### src/rtl/assert_macros.svh
// ---------------------------------------------------------------------------
// Assertion macros
// Shared concurrent assertion helpers for the prefix match RTL; empty bodies
// when SYNTH is defined.
// ---------------------------------------------------------------------------
`ifndef ASSERT_MACROS_SVH
`define ASSERT_MACROS_SVH

`ifndef SYNTH

`define LPM_ASSERT(lbl, clk, rst_n, prop, msg) \
    lbl: assert property (@(posedge clk) disable iff (!rst_n) (prop)) else $error(msg);

`define LPM_ASSERT_IMP(lbl, clk, rst_n, ante, cons, msg) \
    lbl: assert property (@(posedge clk) disable iff (!rst_n) (ante) |-> (cons)) \
        else $error(msg);

`define LPM_ASSERT_NXT(lbl, clk, rst_n, ante, cons, msg) \
    lbl: assert property (@(posedge clk) disable iff (!rst_n) (ante) |=> (cons)) \
        else $error(msg);

`else

`define LPM_ASSERT(lbl, clk, rst_n, prop, msg)
`define LPM_ASSERT_IMP(lbl, clk, rst_n, ante, cons, msg)
`define LPM_ASSERT_NXT(lbl, clk, rst_n, ante, cons, msg)

`endif

`endif

### src/rtl/lpm_pkg.sv
// ---------------------------------------------------------------------------
// Prefix match package
// Sizes, opcodes and record types shared by the trie prefix match modules.
// ---------------------------------------------------------------------------
`timescale 1ns / 1ps

package lpm_pkg;

    // Trie node pool size; the root is node 0.
    localparam int NODES       = 1024;
    localparam int NODE_W      = $clog2(NODES);
    localparam int CNT_W       = $clog2(NODES + 1);

    localparam int ADDR_W      = 32;
    localparam int LEN_W       = 6;
    localparam int TAG_W       = 16;

    localparam int QUEUE_DEPTH = 2;
    localparam int QPTR_W      = (QUEUE_DEPTH > 1) ? $clog2(QUEUE_DEPTH) : 1;
    localparam int QCNT_W      = $clog2(QUEUE_DEPTH + 1);

    typedef enum logic [0:0] {
        OP_LOOKUP = 1'b0,
        OP_INSERT = 1'b1
    } op_t;

    typedef enum logic [0:0] {
        STAT_OK        = 1'b0,
        STAT_POOL_FULL = 1'b1
    } status_t;

    // Command handed from the front end to the walker.
    typedef struct packed {
        op_t                op;
        logic [ADDR_W-1:0]  addr;
        logic [LEN_W-1:0]   plen;
        logic [TAG_W-1:0]   tag;
    } cmd_t;

    // One trie node: child links (0 means no child), entry flag and tag.
    typedef struct packed {
        logic [NODE_W-1:0]  left;
        logic [NODE_W-1:0]  right;
        logic               valid;
        logic [TAG_W-1:0]   tag;
    } node_t;

    typedef struct packed {
        logic               hit;
        logic [TAG_W-1:0]   match_tag;
        logic               exact;
        status_t            status;
    } result_t;

endpackage

### src/rtl/lpm_queue.sv
// ---------------------------------------------------------------------------
// Prefix match command queue
// Short FIFO that lets the front end and the trie walker stall independently.
// ---------------------------------------------------------------------------
`timescale 1ns / 1ps
`include "assert_macros.svh"

module lpm_queue (
    input  logic            clk,
    input  logic            rst_n,
    input  logic            push_valid,
    output logic            push_ready,
    input  lpm_pkg::cmd_t   push_data,
    output logic            pop_valid,
    input  logic            pop_ready,
    output lpm_pkg::cmd_t   pop_data
);
    import lpm_pkg::*;

    cmd_t               slots [QUEUE_DEPTH];
    logic [QPTR_W-1:0]  wr_ptr_reg;
    logic [QPTR_W-1:0]  wr_ptr_next;
    logic [QPTR_W-1:0]  rd_ptr_reg;
    logic [QPTR_W-1:0]  rd_ptr_next;
    logic [QCNT_W-1:0]  count_reg;
    logic [QCNT_W-1:0]  count_next;
    logic               do_push;
    logic               do_pop;

    assign push_ready = (count_reg != QCNT_W'(QUEUE_DEPTH));
    assign pop_valid  = (count_reg != '0);
    assign do_push    = push_valid && push_ready;
    assign do_pop     = pop_valid && pop_ready;
    assign pop_data   = slots[rd_ptr_reg];

    always_comb
    begin
        wr_ptr_next = wr_ptr_reg;
        rd_ptr_next = rd_ptr_reg;
        count_next  = count_reg;
        if (do_push)
        begin
            wr_ptr_next = (wr_ptr_reg == QPTR_W'(QUEUE_DEPTH - 1)) ? '0 : wr_ptr_reg + 1'b1;
        end
        if (do_pop)
        begin
            rd_ptr_next = (rd_ptr_reg == QPTR_W'(QUEUE_DEPTH - 1)) ? '0 : rd_ptr_reg + 1'b1;
        end
        if (do_push && !do_pop)
        begin
            count_next = count_reg + 1'b1;
        end
        else if (do_pop && !do_push)
        begin
            count_next = count_reg - 1'b1;
        end
    end

    always_ff @(posedge clk or negedge rst_n)
    begin
        if (!rst_n)
        begin
            wr_ptr_reg <= '0;
            rd_ptr_reg <= '0;
            count_reg  <= '0;
        end
        else
        begin
            wr_ptr_reg <= wr_ptr_next;
            rd_ptr_reg <= rd_ptr_next;
            count_reg  <= count_next;
        end
    end

    always_ff @(posedge clk)
    begin
        if (do_push)
        begin
            slots[wr_ptr_reg] <= push_data;
        end
    end

    `LPM_ASSERT(a_queue_count, clk, rst_n, count_reg <= QCNT_W'(QUEUE_DEPTH), "queue overfilled")
    `LPM_ASSERT_IMP(a_queue_empty_ptrs, clk, rst_n, count_reg == '0, wr_ptr_reg == rd_ptr_reg, "empty queue with split pointers")

endmodule

### config.mk
export PLATFORM = sky130hd
export DESIGN_NAME = lpm_queue
export DESIGN_NICKNAME = d
export VERILOG_FILES = /design/src/rtl/lpm_pkg.sv /design/src/rtl/lpm_queue.sv
export VERILOG_INCLUDE_DIRS = /design/src /design/src/rtl
export SDC_FILE = /design/constraint.sdc
export NUM_CORES = 1
export LEC_CHECK = 0
export BUFFER_PORTS_ARGS = -buffer_cell sky130_fd_sc_hd__buf_2
export CAP_MARGIN = 20
export CELL_PAD_IN_SITES_DETAIL_PLACEMENT = 0
export CELL_PAD_IN_SITES_GLOBAL_PLACEMENT = 1
export CORE_MARGIN = 8
export CORE_UTILIZATION = 47
export DETAILED_ROUTE_END_ITERATION = 7
export GPL_ROUTABILITY_DRIVEN = 1
export PLACE_DENSITY_LB_ADDON = 0.1
export RECOVER_POWER = 100
export SYNTH_ARGS = -nofsm -noshare
export SYNTH_HDL_FRONTEND = slang
export SYNTH_SLANG_ARGS = --single-unit
### constraint.sdc
create_clock -name clk -period 9.1 [get_ports clk]
set_input_delay 1.82 -clock clk [delete_from_list [all_inputs] [get_ports clk]]
set_output_delay 1.82 -clock clk [all_outputs]
set_load 0.03 [all_outputs]
Word level (Yosys, flattened, before mapping). Memories as Yosys holds them, arrays and structs flattened. Index checks and enable logic that the tools add are counted.

Memories kept: 1. Bits in registers: 4. Output and inout port bits: 57. Word-level logic and storage cells: 23. Bits of input ports: 59. RAM bits: 110.

Memories: slots (words 2, bits a word 55, read ports 1, clocked after Yosys merged registers in 0, write ports 1, line lpm_queue.sv:20) `cmd_t slots [QUEUE_DEPTH];`.

Reductions and logical operators: 8. Eq/ne operators: 1. Multiplexer cells: 6. Add/sub/neg operators: 4.

Operators by type and width (number): 1-bit logical AND (4); 1-bit 2-to-1 mux (4); 2-bit 2-to-1 mux (2); 2-bit nonzero test (2); 1-bit adder (second input constant) (2); 2-bit by 1-bit adder with 2-bit output (second input constant) (1); 1-bit logical NOT (2); 2-bit inequality test (second input constant) (1); 2-bit by 1-bit subtractor with 2-bit output (second input constant) (1).

Depth between registers and ports, before layout.
Depth after elaboration: 6. Gate-level depth with buffers: 7.

Least setup slack after synthesis. OpenSTA, ideal clock, no wires.

Path type: input port to flip-flop. Start: input push_valid. End: memory slots[0][0] (netlist name) (enable). Stages on the path: 2. Setup slack: 4406 ps. Library setup time: 468 ps. Arrival: 4226 ps. Path buffers: 0. Cells stage by stage: nand2_1 > nor2_1.

Word-level cells in the longest chain between the ends: 3.

Ends and longest elaborated chain: start, declared (line lpm_queue.sv:11) `input logic push_valid,`; 1-bit logical AND (line lpm_queue.sv:32) `assign do_push = push_valid && push_ready;`; 1-bit 2-to-1 mux (line lpm_queue.sv:77) `if (do_push)`; 1-bit 2-to-1 mux (implied by the code) (line lpm_queue.sv:79) `slots[wr_ptr_reg] <= push_data;`; end, declared (line lpm_queue.sv:20).

Every way passes these cells.

==> impl_metrics.yaml <==
pwr:
  clkPwrFrac: 0.308
  swShare: 0.3381
  p_seq_frac: 0.399
  total_leakage_power_nw: 1.963
  ir_drop_mv: 0.2126
  power_density_nw_per_um2: 374.8
  p_sw_w: 0.0006788
  report.power.total_w: 0.002008
  p_int_w: 0.001329
  pwr-share-comb: 0.292
worst_hold_path:
  worstHoldStart: "count_reg[1]"
  hold-path-cell-count: 1
  hp-class: "reg -> reg"
setup_path:
  r2r-end: "slots[0][34]"
  arrival_ps: 3230
  crit_family: "flip-flops"
  cp-start-kind: "flop"
  path_buf_inv: 1
  crit_required_ps: 7280
  critical_path.startpoint: "rd_ptr_reg"
  regToRegSetupSlack_ps: 5120
  r2r_start: "count_reg[0]"
  critPathKind: "reg -> out"
  path_depth: 2
  critical_path.max_stage_delay_ps: 1930
  worstSetupEndpoint: "pop_data[29]"
  crit_path_cell_trace: "mux2_2 -> clkbuf_1"
  crit_path_end_kind: "primary output"
  reg2reg_depth: 4
  cpMaxStageDelayCell: "dfrtp_1"
  crit_fanout: 56
clocking:
  cts_sinks: 114
  cts_buffer_depth: 2
  clk_pin_slew_ps: 50
  cts_setup_buffers: 0
  cts_buffers: 17
  cts_root_buf: "clkbuf_8"
  htreeDepth: 4
  cts_tree: "done"
  postCtsResizedCells: 0
  hold_buffers: 0
  insertion_delay_ps: 500
drt:
  wl_per_cell_um: 17.24
  viasPerCell: 4.753
  dr_total_vias: 2101
  dr.pass1.iters: 4
  detail-route-antenna-nets: 0
  first_iter_violations: 59
  drc: 0
  routed_wl_um: 7622
finish:
  layout_common_cells: "edfxtp_1, buf_2, clkbuf_1"
  drive_gt1_frac: 0.3595
  nNetsFinal: 379
  fillers: 749
  final_common_cell: "edfxtp_1"
  area_growth_syn_to_layout_pct: 23.76
  largest_register_ff_count: 110
  n_antenna_cell: 0
place:
  hpwl_um: 4977
  port_buffers: 115
  globalplace.congestion: 0.6435
yosys:
  synth.ff_latch_count: 114
  syn_area_sq_um: 4328
  yosysUniqueCellTypes: 15
  ys_warn_count: 0
  syn-num-nets: 249
  netlist_top_cells_area: "edfxtp_1, mux2_4, mux2_2"
  synth_top_cell_area_share: 0.7632
  avgSynthCellArea_sq_um: 22.90
  yosys.area.top_type: "edfxtp_1"
  synth_seq_area_share: 0.7864
  syn_inst: 189
floorplan:
  dieArea_sq_um: 12540
  core_sq_um: 9109
  initial_core_util: 0.4751
  ioPinCount: 116
  num_rows: 35
  die-height_um: 112.0
  dieWidth_um: 112.0
global_routing:
  grt-ovfl-total: 0
  first_global_vias: 2349
  grt_pass1_wl_um: 11870
  grt_max_degree: 57
  antenna_found_initial: 0
  gr-usage-all-layers: 0.1251
timing:
  tns_ps: 0
  min_period_ps: 5049
  rsz0062_at_grt: "no"
  hold_viol: 0
  maxClockFrequency_mhz: 198.0
  finClkSkew_ps: 6.943
  finalCritPeriodShare: 0.5549
  drv_slew: 165
  setup_viol: 0
  tightestPinTransition_ps: 2854
  maxSlewHeadroom: -0.9029
run_status:
  violations: "max-capacitance violations, max-slew violations"
  status: "finished, violations left"
job:
  drv_cap: 4
## worst min path at each step
| stage | endpoint | slack (ps) |
|---|---|---|
| floorplan | count_reg[1] | 460 |
| detailed placement | count_reg[1] | 480 |
| global placement | count_reg[1] | 480 |
| finish | count_reg[1] | 500 |
| CTS | count_reg[1] | 490 |
| global route | wr_ptr_reg | 520 |
## layout make-up
cell class,count,area [sq um],share of cell area
sequential,114,3403,0.6354
clock inverter,12,141.4,0.02640
multi-input combinational,68,713.2,0.1331
clock buffer,19,421.7,0.07872
timing repair buffer,117,534.3,0.09974
inverter,1,3.754,0.0007008
tap,111,138.9,0.02593
## power by group through the flow
stage	Clock (W)	Sequential [W]	Combinational (W)
after floorplan	0	0.000760	0.000579
after global placement	0	0.000823	0.000679
after detailed placement	0	0.000827	0.000680
after CTS	0.000630	0.000818	0.000681
final	0.000619	0.000802	0.000587
after global routing	0.000658	0.000821	0.000628
## Yosys cell counts (all sizes together)
cell    number
and3         1
dfrtp        4
or2          1
xor2         2
ha           1
nor2         2
nand2        2
edfxtp     110
mux2        55
inv          1
buf          6
nand2b       1
xnor2        3
## routing by layer
| layer | GRT usage | up-vias | share of wire |
|---|---|---|---|
| li1 | - | 1004 | - |
| met1 | 0.1279 | 1010 | 0.40 |
| met2 | 0.2112 | 77 | 0.50 |
| met3 | 0.06926 | 10 | 0.089 |
| met4 | 0.04586 | 0 | 0.0098 |
| met5 | 0 | - | 0 |
## through the flow
stage                     std cells  instance area [sq um]  setup WS [ps]  utilization  hold slack [ps]
after floorplan                 189                   4328           4406            -            456.4
after global placement          411                   5009           5553       0.5499            483.9
after detailed placement        411                   5009           5544       0.5499            477.3
after CTS                       442                   5572           5013       0.6117            494.4
after global routing            442                   5356           3692       0.5880            519.6
final                           442                   5356           4051       0.5880            497.4
## cell families after synthesis
group                    synth area share
adder cells (fa/ha/maj)          0.002891
flip-flops                         0.7864
XOR/XNOR                          0.01012
AND/OR/NAND/NOR                  0.007810
multiplexers                       0.1778
buffers and inverters             0.01503
Power figures use the tool's default switching activity.
