**config.mk**
```make
export PLATFORM = sky130hd
export DESIGN_NAME = lpm_front_flat
export DESIGN_NICKNAME = d
export VERILOG_FILES = /design/src/rtl/assert_macros.svh /design/src/rtl/lpm_pkg.sv /design/src/rtl/lpm_if.sv /design/src/rtl/lpm_front.sv /design/src/flat_wrapper.sv
export SDC_FILE = /design/constraint.sdc
export NUM_CORES = 1
export LEC_CHECK = 0
export BUFFER_PORTS_ARGS = -buffer_cell sky130_fd_sc_hd__buf_2
export CAP_MARGIN = 20
export CORE_ASPECT_RATIO = 1.75
export CORE_MARGIN = 2
export CORE_UTILIZATION = 41
export CTS_BUF_LIST = sky130_fd_sc_hd__clkbuf_8 sky130_fd_sc_hd__clkbuf_16
export DETAILED_ROUTE_END_ITERATION = 7
export PLACE_DENSITY_LB_ADDON = 0.1
export SETUP_SLACK_MARGIN = 0.4
export SYNTH_ARGS = -nofsm -noshare
export SYNTH_HDL_FRONTEND = slang
export SYNTH_SLANG_ARGS = --single-unit
```
**constraint.sdc**
```tcl
create_clock -name clk -period 1.5 [get_ports clk]
set_input_delay 0.15 -clock clk [delete_from_list [all_inputs] [get_ports clk]]
set_output_delay 0.15 -clock clk [all_outputs]
set_load 0.005 [all_outputs]
```
**src/rtl/assert_macros.svh**
```systemverilog
// ---------------------------------------------------------------------------
// Assertion macros
// Shared concurrent assertion helpers for the prefix match RTL; empty bodies
// when SYNTH is defined.
// ---------------------------------------------------------------------------
`ifndef ASSERT_MACROS_SVH
`define ASSERT_MACROS_SVH

`ifndef SYNTH

`define LPM_ASSERT(lbl, clk, rst_n, prop, msg) \
    lbl: assert property (@(posedge clk) disable iff (!rst_n) (prop)) else $error(msg);

`define LPM_ASSERT_IMP(lbl, clk, rst_n, ante, cons, msg) \
    lbl: assert property (@(posedge clk) disable iff (!rst_n) (ante) |-> (cons)) \
        else $error(msg);

`define LPM_ASSERT_NXT(lbl, clk, rst_n, ante, cons, msg) \
    lbl: assert property (@(posedge clk) disable iff (!rst_n) (ante) |=> (cons)) \
        else $error(msg);

`else

`define LPM_ASSERT(lbl, clk, rst_n, prop, msg)
`define LPM_ASSERT_IMP(lbl, clk, rst_n, ante, cons, msg)
`define LPM_ASSERT_NXT(lbl, clk, rst_n, ante, cons, msg)

`endif

`endif

```
**src/rtl/lpm_pkg.sv**
```systemverilog
// ---------------------------------------------------------------------------
// Prefix match package
// Sizes, opcodes and record types shared by the trie prefix match modules.
// ---------------------------------------------------------------------------
`timescale 1ns / 1ps

package lpm_pkg;

    // Trie node pool size; the root is node 0.
    localparam int NODES       = 1024;
    localparam int NODE_W      = $clog2(NODES);
    localparam int CNT_W       = $clog2(NODES + 1);

    localparam int ADDR_W      = 32;
    localparam int LEN_W       = 6;
    localparam int TAG_W       = 16;

    localparam int QUEUE_DEPTH = 2;
    localparam int QPTR_W      = (QUEUE_DEPTH > 1) ? $clog2(QUEUE_DEPTH) : 1;
    localparam int QCNT_W      = $clog2(QUEUE_DEPTH + 1);

    typedef enum logic [0:0] {
        OP_LOOKUP = 1'b0,
        OP_INSERT = 1'b1
    } op_t;

    typedef enum logic [0:0] {
        STAT_OK        = 1'b0,
        STAT_POOL_FULL = 1'b1
    } status_t;

    // Command handed from the front end to the walker.
    typedef struct packed {
        op_t                op;
        logic [ADDR_W-1:0]  addr;
        logic [LEN_W-1:0]   plen;
        logic [TAG_W-1:0]   tag;
    } cmd_t;

    // One trie node: child links (0 means no child), entry flag and tag.
    typedef struct packed {
        logic [NODE_W-1:0]  left;
        logic [NODE_W-1:0]  right;
        logic               valid;
        logic [TAG_W-1:0]   tag;
    } node_t;

    typedef struct packed {
        logic               hit;
        logic [TAG_W-1:0]   match_tag;
        logic               exact;
        status_t            status;
    } result_t;

endpackage

```
**src/rtl/lpm_if.sv**
```systemverilog
// ---------------------------------------------------------------------------
// Prefix match channels
// Valid/ready channels for request items and result items.
// ---------------------------------------------------------------------------
`timescale 1ns / 1ps

interface lpm_req_if;
    logic                        valid;
    logic                        ready;
    logic                        opcode;
    logic [lpm_pkg::ADDR_W-1:0]  key_address;
    logic [lpm_pkg::LEN_W-1:0]   prefix_length;
    logic [lpm_pkg::TAG_W-1:0]   info_tag;

    modport source (output valid, output opcode, output key_address,
                    output prefix_length, output info_tag, input ready);
    modport sink   (input valid, input opcode, input key_address,
                    input prefix_length, input info_tag, output ready);
endinterface


```
**src/rtl/lpm_front.sv**
```systemverilog
// ---------------------------------------------------------------------------
// Prefix match front end
// Accepts request items, decodes the opcode, clamps the prefix length and
// registers the resulting command for the queue.
// ---------------------------------------------------------------------------
`timescale 1ns / 1ps

module lpm_front (
    input  logic            clk,
    input  logic            rst_n,
    lpm_req_if.sink         req,
    output logic            cmd_valid,
    input  logic            cmd_ready,
    output lpm_pkg::cmd_t   cmd
);
    import lpm_pkg::*;

    logic  valid_reg;
    logic  valid_next;
    cmd_t  cmd_reg;
    cmd_t  cmd_next;
    logic  take;

    assign req.ready = !valid_reg || cmd_ready;
    assign take      = req.valid && req.ready;

    always_comb
    begin
        cmd_next      = cmd_reg;
        cmd_next.op   = op_t'(req.opcode);
        cmd_next.addr = req.key_address;
        cmd_next.tag  = req.info_tag;
        // Prefix lengths beyond the address width mean a full host route.
        if (req.prefix_length > LEN_W'(ADDR_W))
        begin
            cmd_next.plen = LEN_W'(ADDR_W);
        end
        else
        begin
            cmd_next.plen = req.prefix_length;
        end

        if (take)
        begin
            valid_next = 1'b1;
        end
        else if (cmd_ready)
        begin
            valid_next = 1'b0;
        end
        else
        begin
            valid_next = valid_reg;
        end
    end

    always_ff @(posedge clk or negedge rst_n)
    begin
        if (!rst_n)
        begin
            valid_reg <= 1'b0;
        end
        else
        begin
            valid_reg <= valid_next;
        end
    end

    always_ff @(posedge clk)
    begin
        if (take)
        begin
            cmd_reg <= cmd_next;
        end
    end

    assign cmd_valid = valid_reg;
    assign cmd       = cmd_reg;

endmodule

```
**src/flat_wrapper.sv**
```systemverilog
// flat-port wrapper written by rule: the top's interface ports become plain ports
module lpm_front_flat import lpm_pkg::*;
  (clk, rst_n, cmd_valid, cmd_ready, cmd, req_valid, req_opcode, req_key_address, req_prefix_length, req_info_tag, req_ready);
  lpm_req_if req_i ();
  input  logic clk;
  input  logic rst_n;
  output logic cmd_valid;
  input  logic cmd_ready;
  output lpm_pkg::cmd_t cmd;
  input wire logic [$bits(req_i.valid)-1:0] req_valid;
  input wire logic [$bits(req_i.opcode)-1:0] req_opcode;
  input wire logic [$bits(req_i.key_address)-1:0] req_key_address;
  input wire logic [$bits(req_i.prefix_length)-1:0] req_prefix_length;
  input wire logic [$bits(req_i.info_tag)-1:0] req_info_tag;
  output wire logic [$bits(req_i.ready)-1:0] req_ready;
  assign req_i.valid = req_valid;
  assign req_i.opcode = req_opcode;
  assign req_i.key_address = req_key_address;
  assign req_i.prefix_length = req_prefix_length;
  assign req_i.info_tag = req_info_tag;
  assign req_ready = req_i.ready;
  lpm_front u_core (.clk(clk), .rst_n(rst_n), .req(req_i), .cmd_valid(cmd_valid), .cmd_ready(cmd_ready), .cmd(cmd));
endmodule
```
== Word level (Yosys, flattened, before mapping) ==
Index checks and enable logic that the tools add are counted.
Storage, ports and cells
  logic and storage cells: 12
  register bits after elaboration: 56
  output and inout bits: 57
  input port bits: 59
Operators by class
  reduce and logical (&&, ||, !) cells: 4
  magnitude comparators: 1
  multiplexer cells: 2
Operator list (number)
  6-bit greater-than comparator, second input constant: 1
  1-bit 2-to-1 mux: 2
  2-bit nonzero test: 1
  1-bit logical AND: 1
  1-bit logical NOT: 1
  1-bit logical OR: 1

== Depth between registers and ports, before layout ==
Gate-level depths: netlist of run 1.
  depth in word-level cells: 4
  depth in mapped cells: 2
  gate-level depth less buffers: 2

== Worst setup path after synthesis of run 1 ==
OpenSTA, ideal clock, no wires.
  kind: register to register
  start: reg u_core.valid_reg, in the netlist u_core.cmd_valid
  end: reg u_core.cmd_reg (netlist bit u_core.cmd[0]) (enable)
  path buffers: 0
  slack: 0.151 ns
  period minus slack after synthesis: 1.349 ns
  data required time: 1.126 ns
  arrival time: 0.976 ns
  stages on the path, launching flop included: 3
  setup time: 0.374 ns
  path through: dfrtp_1 nand2b_4 and2_4
Between the ends
  cells in the longest elaborated chain, start to end: 3
Ends and longest elaborated chain
  start: declaration: RTL line lpm_front.sv:18  | logic valid_reg;
  start signal: assignment: RTL line lpm_front.sv:65  | valid_reg <= valid_next;
  1-bit logical NOT: RTL line lpm_front.sv:24  | assign req.ready = !valid_reg || cmd_ready;
  1-bit logical OR: RTL line lpm_front.sv:24
  via req_ready: RTL line flat_wrapper.sv:15  | output wire logic [$bits(req_i.ready)-1:0] req_ready;
  1-bit logical AND: RTL line lpm_front.sv:25  | assign take = req.valid && req.ready;
  via u_core.take: RTL line lpm_front.sv:22  | logic take;
  end signal: assignment: RTL line lpm_front.sv:73  | cmd_reg <= cmd_next;
  end: declaration: RTL line lpm_front.sv:20  | cmd_t cmd_reg;
The timed path passes the listed nets, and every way through them passes these cells.
A chain may end at the register's enable or synchronous reset.

== Worst setup path in the final report of run 1 ==
  start: reg u_core.valid_reg, in the netlist u_core.cmd_valid
  end: reg u_core.cmd_reg (netlist bit u_core.cmd[51]) (enable)
Between the ends
  cells in the longest elaborated chain, start to end: 3
Ends and longest elaborated chain (RTL line)
  1-bit logical NOT: lpm_front.sv:24
  1-bit logical OR: lpm_front.sv:24
  1-bit logical AND: lpm_front.sv:25
  via u_core.take: lpm_front.sv:22
The timed path passes the listed nets, and every way through them passes these cells.

==> metrics.txt, run 1 <==
outcome finished, final reports clean; CP peak stage delay 0.42 ns; Peak VDD IR 0.8278 mV; HP Class in -> reg; switching power 543.8 µW; most frequent cells in the layout 114 x buf_2, 55 x edfxtp_1, 7 x clkbuf_8; DIE AREA 0.004803 mm²; RSZ-0062 raised after global routing true; routed wl met3 396 µm; design area 0.002552 mm²; Seq/Total Area, Yosys 0.9633; Pleak 0.001107 µW; grt ovf 0; Placement Rows 31; number of flip-flops in the largest register 55; clk buf depth 2; clock network fraction of design power 0.286; Netlist Area Pre-Place 0.001740 mm²; Initial Util 0.4233; count of buffers from port buffering 115; DR vias/cell 4.300; M1 WL 1.043 mm; TritonCTS Buffers 5; CTS tree yes; XOR/XNOR Fraction of Synth Area 0; FF+latch count, synth 56; Fillers 339; synthesized area per cell 26.78 µm²; compound-gate portion of the synthesized area 0; final WL 3.291 mm; Buf+Inv Stages, Crit Path 1; Logic pwr share 0.084; vias in the first global route 1072; Fin Setup TNS 0 ns; post-synth cell types 7; max cap viols 0; clock-pin slew on the worst setup and hold paths 0.09 ns; total track usage 0.1433; die height 90.19 µm; commonest non-fill, non-tap cell in the layout buf_2; Flop pwr share 0.630; H-tree levels 2; final worst slack 0.3084 ns; highest metal used met4; Syn Nets 124; Final Setup Violations 0; largest net degree at the start of global routing 29; first-pass GRT wire length 4.885 mm; CP max stage cell dfrtp_1; Detailed Route Iter0 Violations 17; headroom to the max-slew limit 0.9034; routed vias 1032; die width 53.25 µm; mux contribution to synthesized area 0; ANT cells 0; WL per Instance 13.71 µm; switching portion of total power 0.1865; crit start category flop; Nets 249; P&R area growth vs syn 46.66%; core box area 0.004111 mm²; Final Max Tran Viols 0; crit path cell chain nand2b_4 -> and2_4 -> buf_16; wire length on met2 1.744 mm; CTS sink cnt 56; initial antenna violation count 0; Fin. Hold Viols 0; crit-path max FO 28; Synth Area in Adders 0; drt pass-1 iters 4; crit path time final 1.192 ns; WP data arrival 1.19 ns; Post-Synth Simple-Gate Area 0.03451; I/O pins 116; Critical Path End Type flop; P_int 2372 µW; Syn. warnings 0; worst slack, placed 0.2526 ns; DRC violations left 0; crit-path leading delay family flip-flops; skew final 0.002874 ns; Setup CP Type reg -> reg; Antenna Nets Post-Route 0; fin crit share 0.7944; Final Wtd Congestion 0.6687; Syn Inst Count 65; share of cells above drive strength 1 0.6649; WP data required 1.50 ns; largest family of logic cells by synthesized area simple AND/OR/NAND/NOR gates; Root Buffer clkbuf_8; pwr/cell area 1143 mW/mm²; clk_lat worst skew 0.29 ns; Post-Place Cell Area 0.002394 mm²; max frequency 0.8392 GHz; Slew @ Worst Pin 0.1449 ns
-- cells in the mapped netlist, drive strengths merged --
cell type	number	area (µm²)
and2	1	8.760
clkbuf	1	3.750
nor2b	5	31.28
edfxtp	55	1652
dfrtp	1	25.02
nand2b	2	20.02
-- layout make-up --
cell class	count	area, µm²	area share
clock inverter	1	3.754	0.001471
multi-input combinational	8	60.06	0.02353
clock buffer	7	96.34	0.03775
tap	49	61.31	0.02402
sequential	56	1677	0.6569
timing repair buffer	119	654.4	0.2564
-- path summary, 6_finish.rpt --
path                               startpoint          endpoint  slack (ns)  depth (start not counted)
setup / recovery             u_core.cmd_valid    u_core.cmd[51]        0.31                          3
hold / removal             req_key_address[9]    u_core.cmd[31]        0.03                          1
setup reg to reg             u_core.cmd_valid    u_core.cmd[51]        0.31                          3
max in group asynchronous               rst_n  u_core.cmd_valid        1.28                          2
hold reg to reg              u_core.cmd_valid  u_core.cmd_valid        0.70                          3
min in group asynchronous               rst_n  u_core.cmd_valid        0.14                          2
-- per-stage QoR --
stage | hold WS (ns) | utilization | power, µW | cells
2_1_floorplan | -0.1456 | - | 1931 | 65
6_report | 0.02575 | 0.6208 | 2916 | 240
3_5_place_dp | -0.07411 | 0.5822 | 2104 | 229
3_3_place_gp | -0.07496 | 0.5822 | 2094 | 229
4_1_cts | 0.01361 | 0.6175 | 2959 | 239
5_1_grt | 0.007902 | 0.6208 | 3044 | 240
-- cells by family (layout without fill, tap and decap cells) --
| family | after synthesis | in the layout |
|---|---|---|
| and+or+nand+nor | 8 | 8 |
| DFF | 56 | 56 |
| buffers and inverters | 1 | 127 |
-- worst register-to-register path, cell delays in order (launching register included) --
cell      delay [ns]
dfrtp_1         0.42
nand2b_4        0.09
and2_4          0.19
buf_16          0.19
-- per-layer routing --
metal | global-route usage | up-vias
met5 | 0 | -
met1 | 0.1479 | 453
met3 | 0.05150 | 9
li1 | - | 499
met4 | 0.07906 | 0
met2 | 0.2387 | 71
-- power groups by stage --
stage,Clock (µW),Combinational [µW],Sequential [µW]
after floorplan,0,39.8,1890
after global placement,0,220,1870
after detailed placement,0,228,1880
after CTS,871,247,1840
after global routing,925,271,1850
final,833,245,1840
-- timing repair --
item / in CTS / in global routing
buffers inserted: 0 / 1
gates cloned: 1 / 0
hold buffers: 1 / 0
gates resized for setup: 2 / 1
endpoints found under the hold margin: 1 / 0
pin swaps: 0 / 0
endpoints found under the setup margin: 55 / 56
Note: power is estimated with default switching activity, not from simulation.
==> inputs of run 2 (changes only) <==
==> constraint.sdc (replaced) <==
create_clock -name clk -period 1.1 [get_ports clk]
set_input_delay 0.11 -clock clk [delete_from_list [all_inputs] [get_ports clk]]
set_output_delay 0.11 -clock clk [all_outputs]
set_load 0.005 [all_outputs]
==> run 2 against run 1 <==
The run now ends with setup timing left. Die area is the same. Hold slack gained 0.0027 ns. Via count up 23%. Critical endpoint is now u_core.cmd[50]. Total power is 36% higher. Highest routed layer unchanged. Combinational power increased by 94%.
==> metrics.txt, run 2 (synthesis gave the netlist of run 1 again) <==
outcome complete, but fails checks; failing checks setup timing; number of buffers added for setup after CTS 0 (unchanged); Buf+Inv Stages, Crit Path 1 (unchanged); r2r worst-path depth 3 (unchanged); design area 0.003053 mm² (+20%); clk buf depth 2 (unchanged); Critical Path End Type flop; routed vias 1272 (+23%); DRC violations left 0 (unchanged); Slew @ Worst Pin 0.1523 ns (+0.007439 ns); I/O pins 116 (unchanged); H-tree levels 2 (unchanged); final worst slack -0.05009 ns (-0.3585 ns); Nets 298 (+20%); Fin Setup TNS -2.271 ns (-2.271 ns); switching power 765.6 µW (+41%); RSZ-0062 raised after global routing true; CTS tree yes; drt pass-1 iters 4 (unchanged); ANT cells 0 (unchanged); hold path depth 2 (+1); vias in the first global route 1362 (+27%); register area 0.001677 mm² (unchanged); headroom to the max-slew limit 0.8984 (-0.004960); max frequency 0.8695 GHz (+3.6%); die width 53.25 µm (unchanged); Initial Util 0.4233 (unchanged); CP max stage cell dfrtp_1; WP data required 1.10 ns (-0.40 ns); crit-path leading delay family flip-flops; P_int 3214 µW (+35%); share of cells above drive strength 1 0.5208 (-0.1441); clock-pin slew on the worst setup and hold paths 0.08 ns (about the same); worst slack, placed -0.03956 ns (-0.2922 ns); Fin. Hold Viols 0 (unchanged); Final Setup Violations 55 (+55); P&R area growth vs syn 75.41%; Setup CP Type reg -> reg; switching portion of total power 0.1924 (+0.005911); die height 90.19 µm (unchanged); CTS sink cnt 56 (unchanged); Flop pwr share 0.631 (about the same); grt ovf 0 (unchanged); WL per Instance 13.88 µm (+1.2%); DR vias/cell 4.401 (+2.4%); initial antenna violation count 0 (unchanged); fin crit share 1.046 (+0.2511); HP Class in -> reg; crit path launch u_core.cmd_valid; crit-path max FO 28 (unchanged); Layout Utilization 0.7425 (+0.1217); crit path cell chain nand2b_4 -> and2_4 -> buf_12; Inst Count DP 231 (+0.87%); r2r setup slk -0.05 ns (-0.36 ns); Placement Rows 31 (unchanged); Worst Hold End u_core.cmd_valid; TritonCTS Buffers 5 (unchanged); number of flip-flops in the largest register 55 (unchanged); count of buffers from port buffering 115 (unchanged); commonest non-fill, non-tap cell in the layout buf_2; final WL 4.011 mm (+22%); crit path time final 1.150 ns (-0.04150 ns); Final Wtd Congestion 0.6726 (+0.58%); Post-Place Cell Area 0.002421 mm² (+1.1%); clock network fraction of design power 0.249 (-0.037); core box area 0.004111 mm² (unchanged); Peak VDD IR 1.083 mV (+31%); Root Buffer clkbuf_8; clk_lat worst skew 0.29 ns (about the same); first-pass GRT wire length 6.058 mm (+24%); DIE AREA 0.004803 mm² (unchanged); Antenna Nets Post-Route 0 (unchanged); R2R Path End u_core.cmd[50]; largest net degree at the start of global routing 29 (unchanged); Final Non-Filler Cells 289 (+20%); most frequent cells in the layout 114 x buf_2, 55 x edfxtp_1, 32 x dlygate4sd3_1; max cap viols 0 (unchanged); WP data arrival 1.15 ns (-0.04 ns); skew final 0.002883 ns (+0.000008940 ns); launch point of the worst reg-to-reg path u_core.cmd_valid; Final Max Tran Viols 0 (unchanged); Hold Path Origin req_valid; pwr/cell area 1303 mW/mm² (+14%); total track usage 0.1759 (+0.03254); Logic pwr share 0.120 (+0.036); Fillers 290 (-14%); crit start category flop; footprint of the multi-input gates 60.06 µm² (unchanged); Detailed Route Iter0 Violations 32 (+15); CP peak stage delay 0.41 ns (about the same); Pleak 0.001457 µW (+32%)
==> run 2: cell count changes in the layout (fill, tap and decap cells not counted), moves of 2 or more <==
| cell | change |
|---|---|
| buf_12 | +2 |
| dlygate4sd3_1 | +31 |
| dlymetal6s4s_1 | +18 |
| clkbuf_8 | -2 |
| buf_16 | -2 |
==> run 2: area by class of cell <==
cell class | instances | area share
Clock buffer | 5 | 0.02254
Clock inverter | 3 | 0.003689
Multi-Input combinational cell | 8 | 0.01967
Sequential cell | 56 | 0.5492
Tap cell | 49 | 0.02008
Timing Repair Buffer | 168 | 0.3848
==> run 2: routing by layer <==
layer	part of all wire	track usage
met3	0.080	0.04651
met1	0.32	0.1722
met5	0	0
met2	0.57	0.3200
met4	0.028	0.07906
==> run 2: how the worst max path moves through the flow <==
stage          cells past startpoint             end  slack [ns]
2_1_floorplan                      2   u_core.cmd[0]       -0.25
3_3_place_gp                       3  u_core.cmd[50]       -0.02
3_5_place_dp                       3  u_core.cmd[23]       -0.04
4_1_cts                            3  u_core.cmd[32]       -0.06
5_1_grt                            3  u_core.cmd[13]       -0.09
6_report                           3  u_core.cmd[50]       -0.05
==> run 2: power groups by stage <==
stage	clock, µW	combinational (µW)	sequential [µW]
after global routing	1100	521	2530
after CTS	1040	457	2510
after global placement	0	316	2560
after floorplan	0	54.3	2580
after detailed placement	0	326	2560
final	990	476	2510
==> run 2: repair_timing <==
action                                 4_1_cts  5_1_grt
endpoints found under the hold margin       50        4
hold buffers                                46        4
gates resized for setup                      1       18
setup endpoints to repair                  113      131
==> run 2: through the flow <==
stage / hold slack, ns / power [µW]
after global routing: 0.02585 / 4149
after global placement: -0.1154 / 2871
final: 0.02840 / 3979
after floorplan: -0.1856 / 2633
after detailed placement: -0.1117 / 2884
after CTS: -0.007066 / 4009
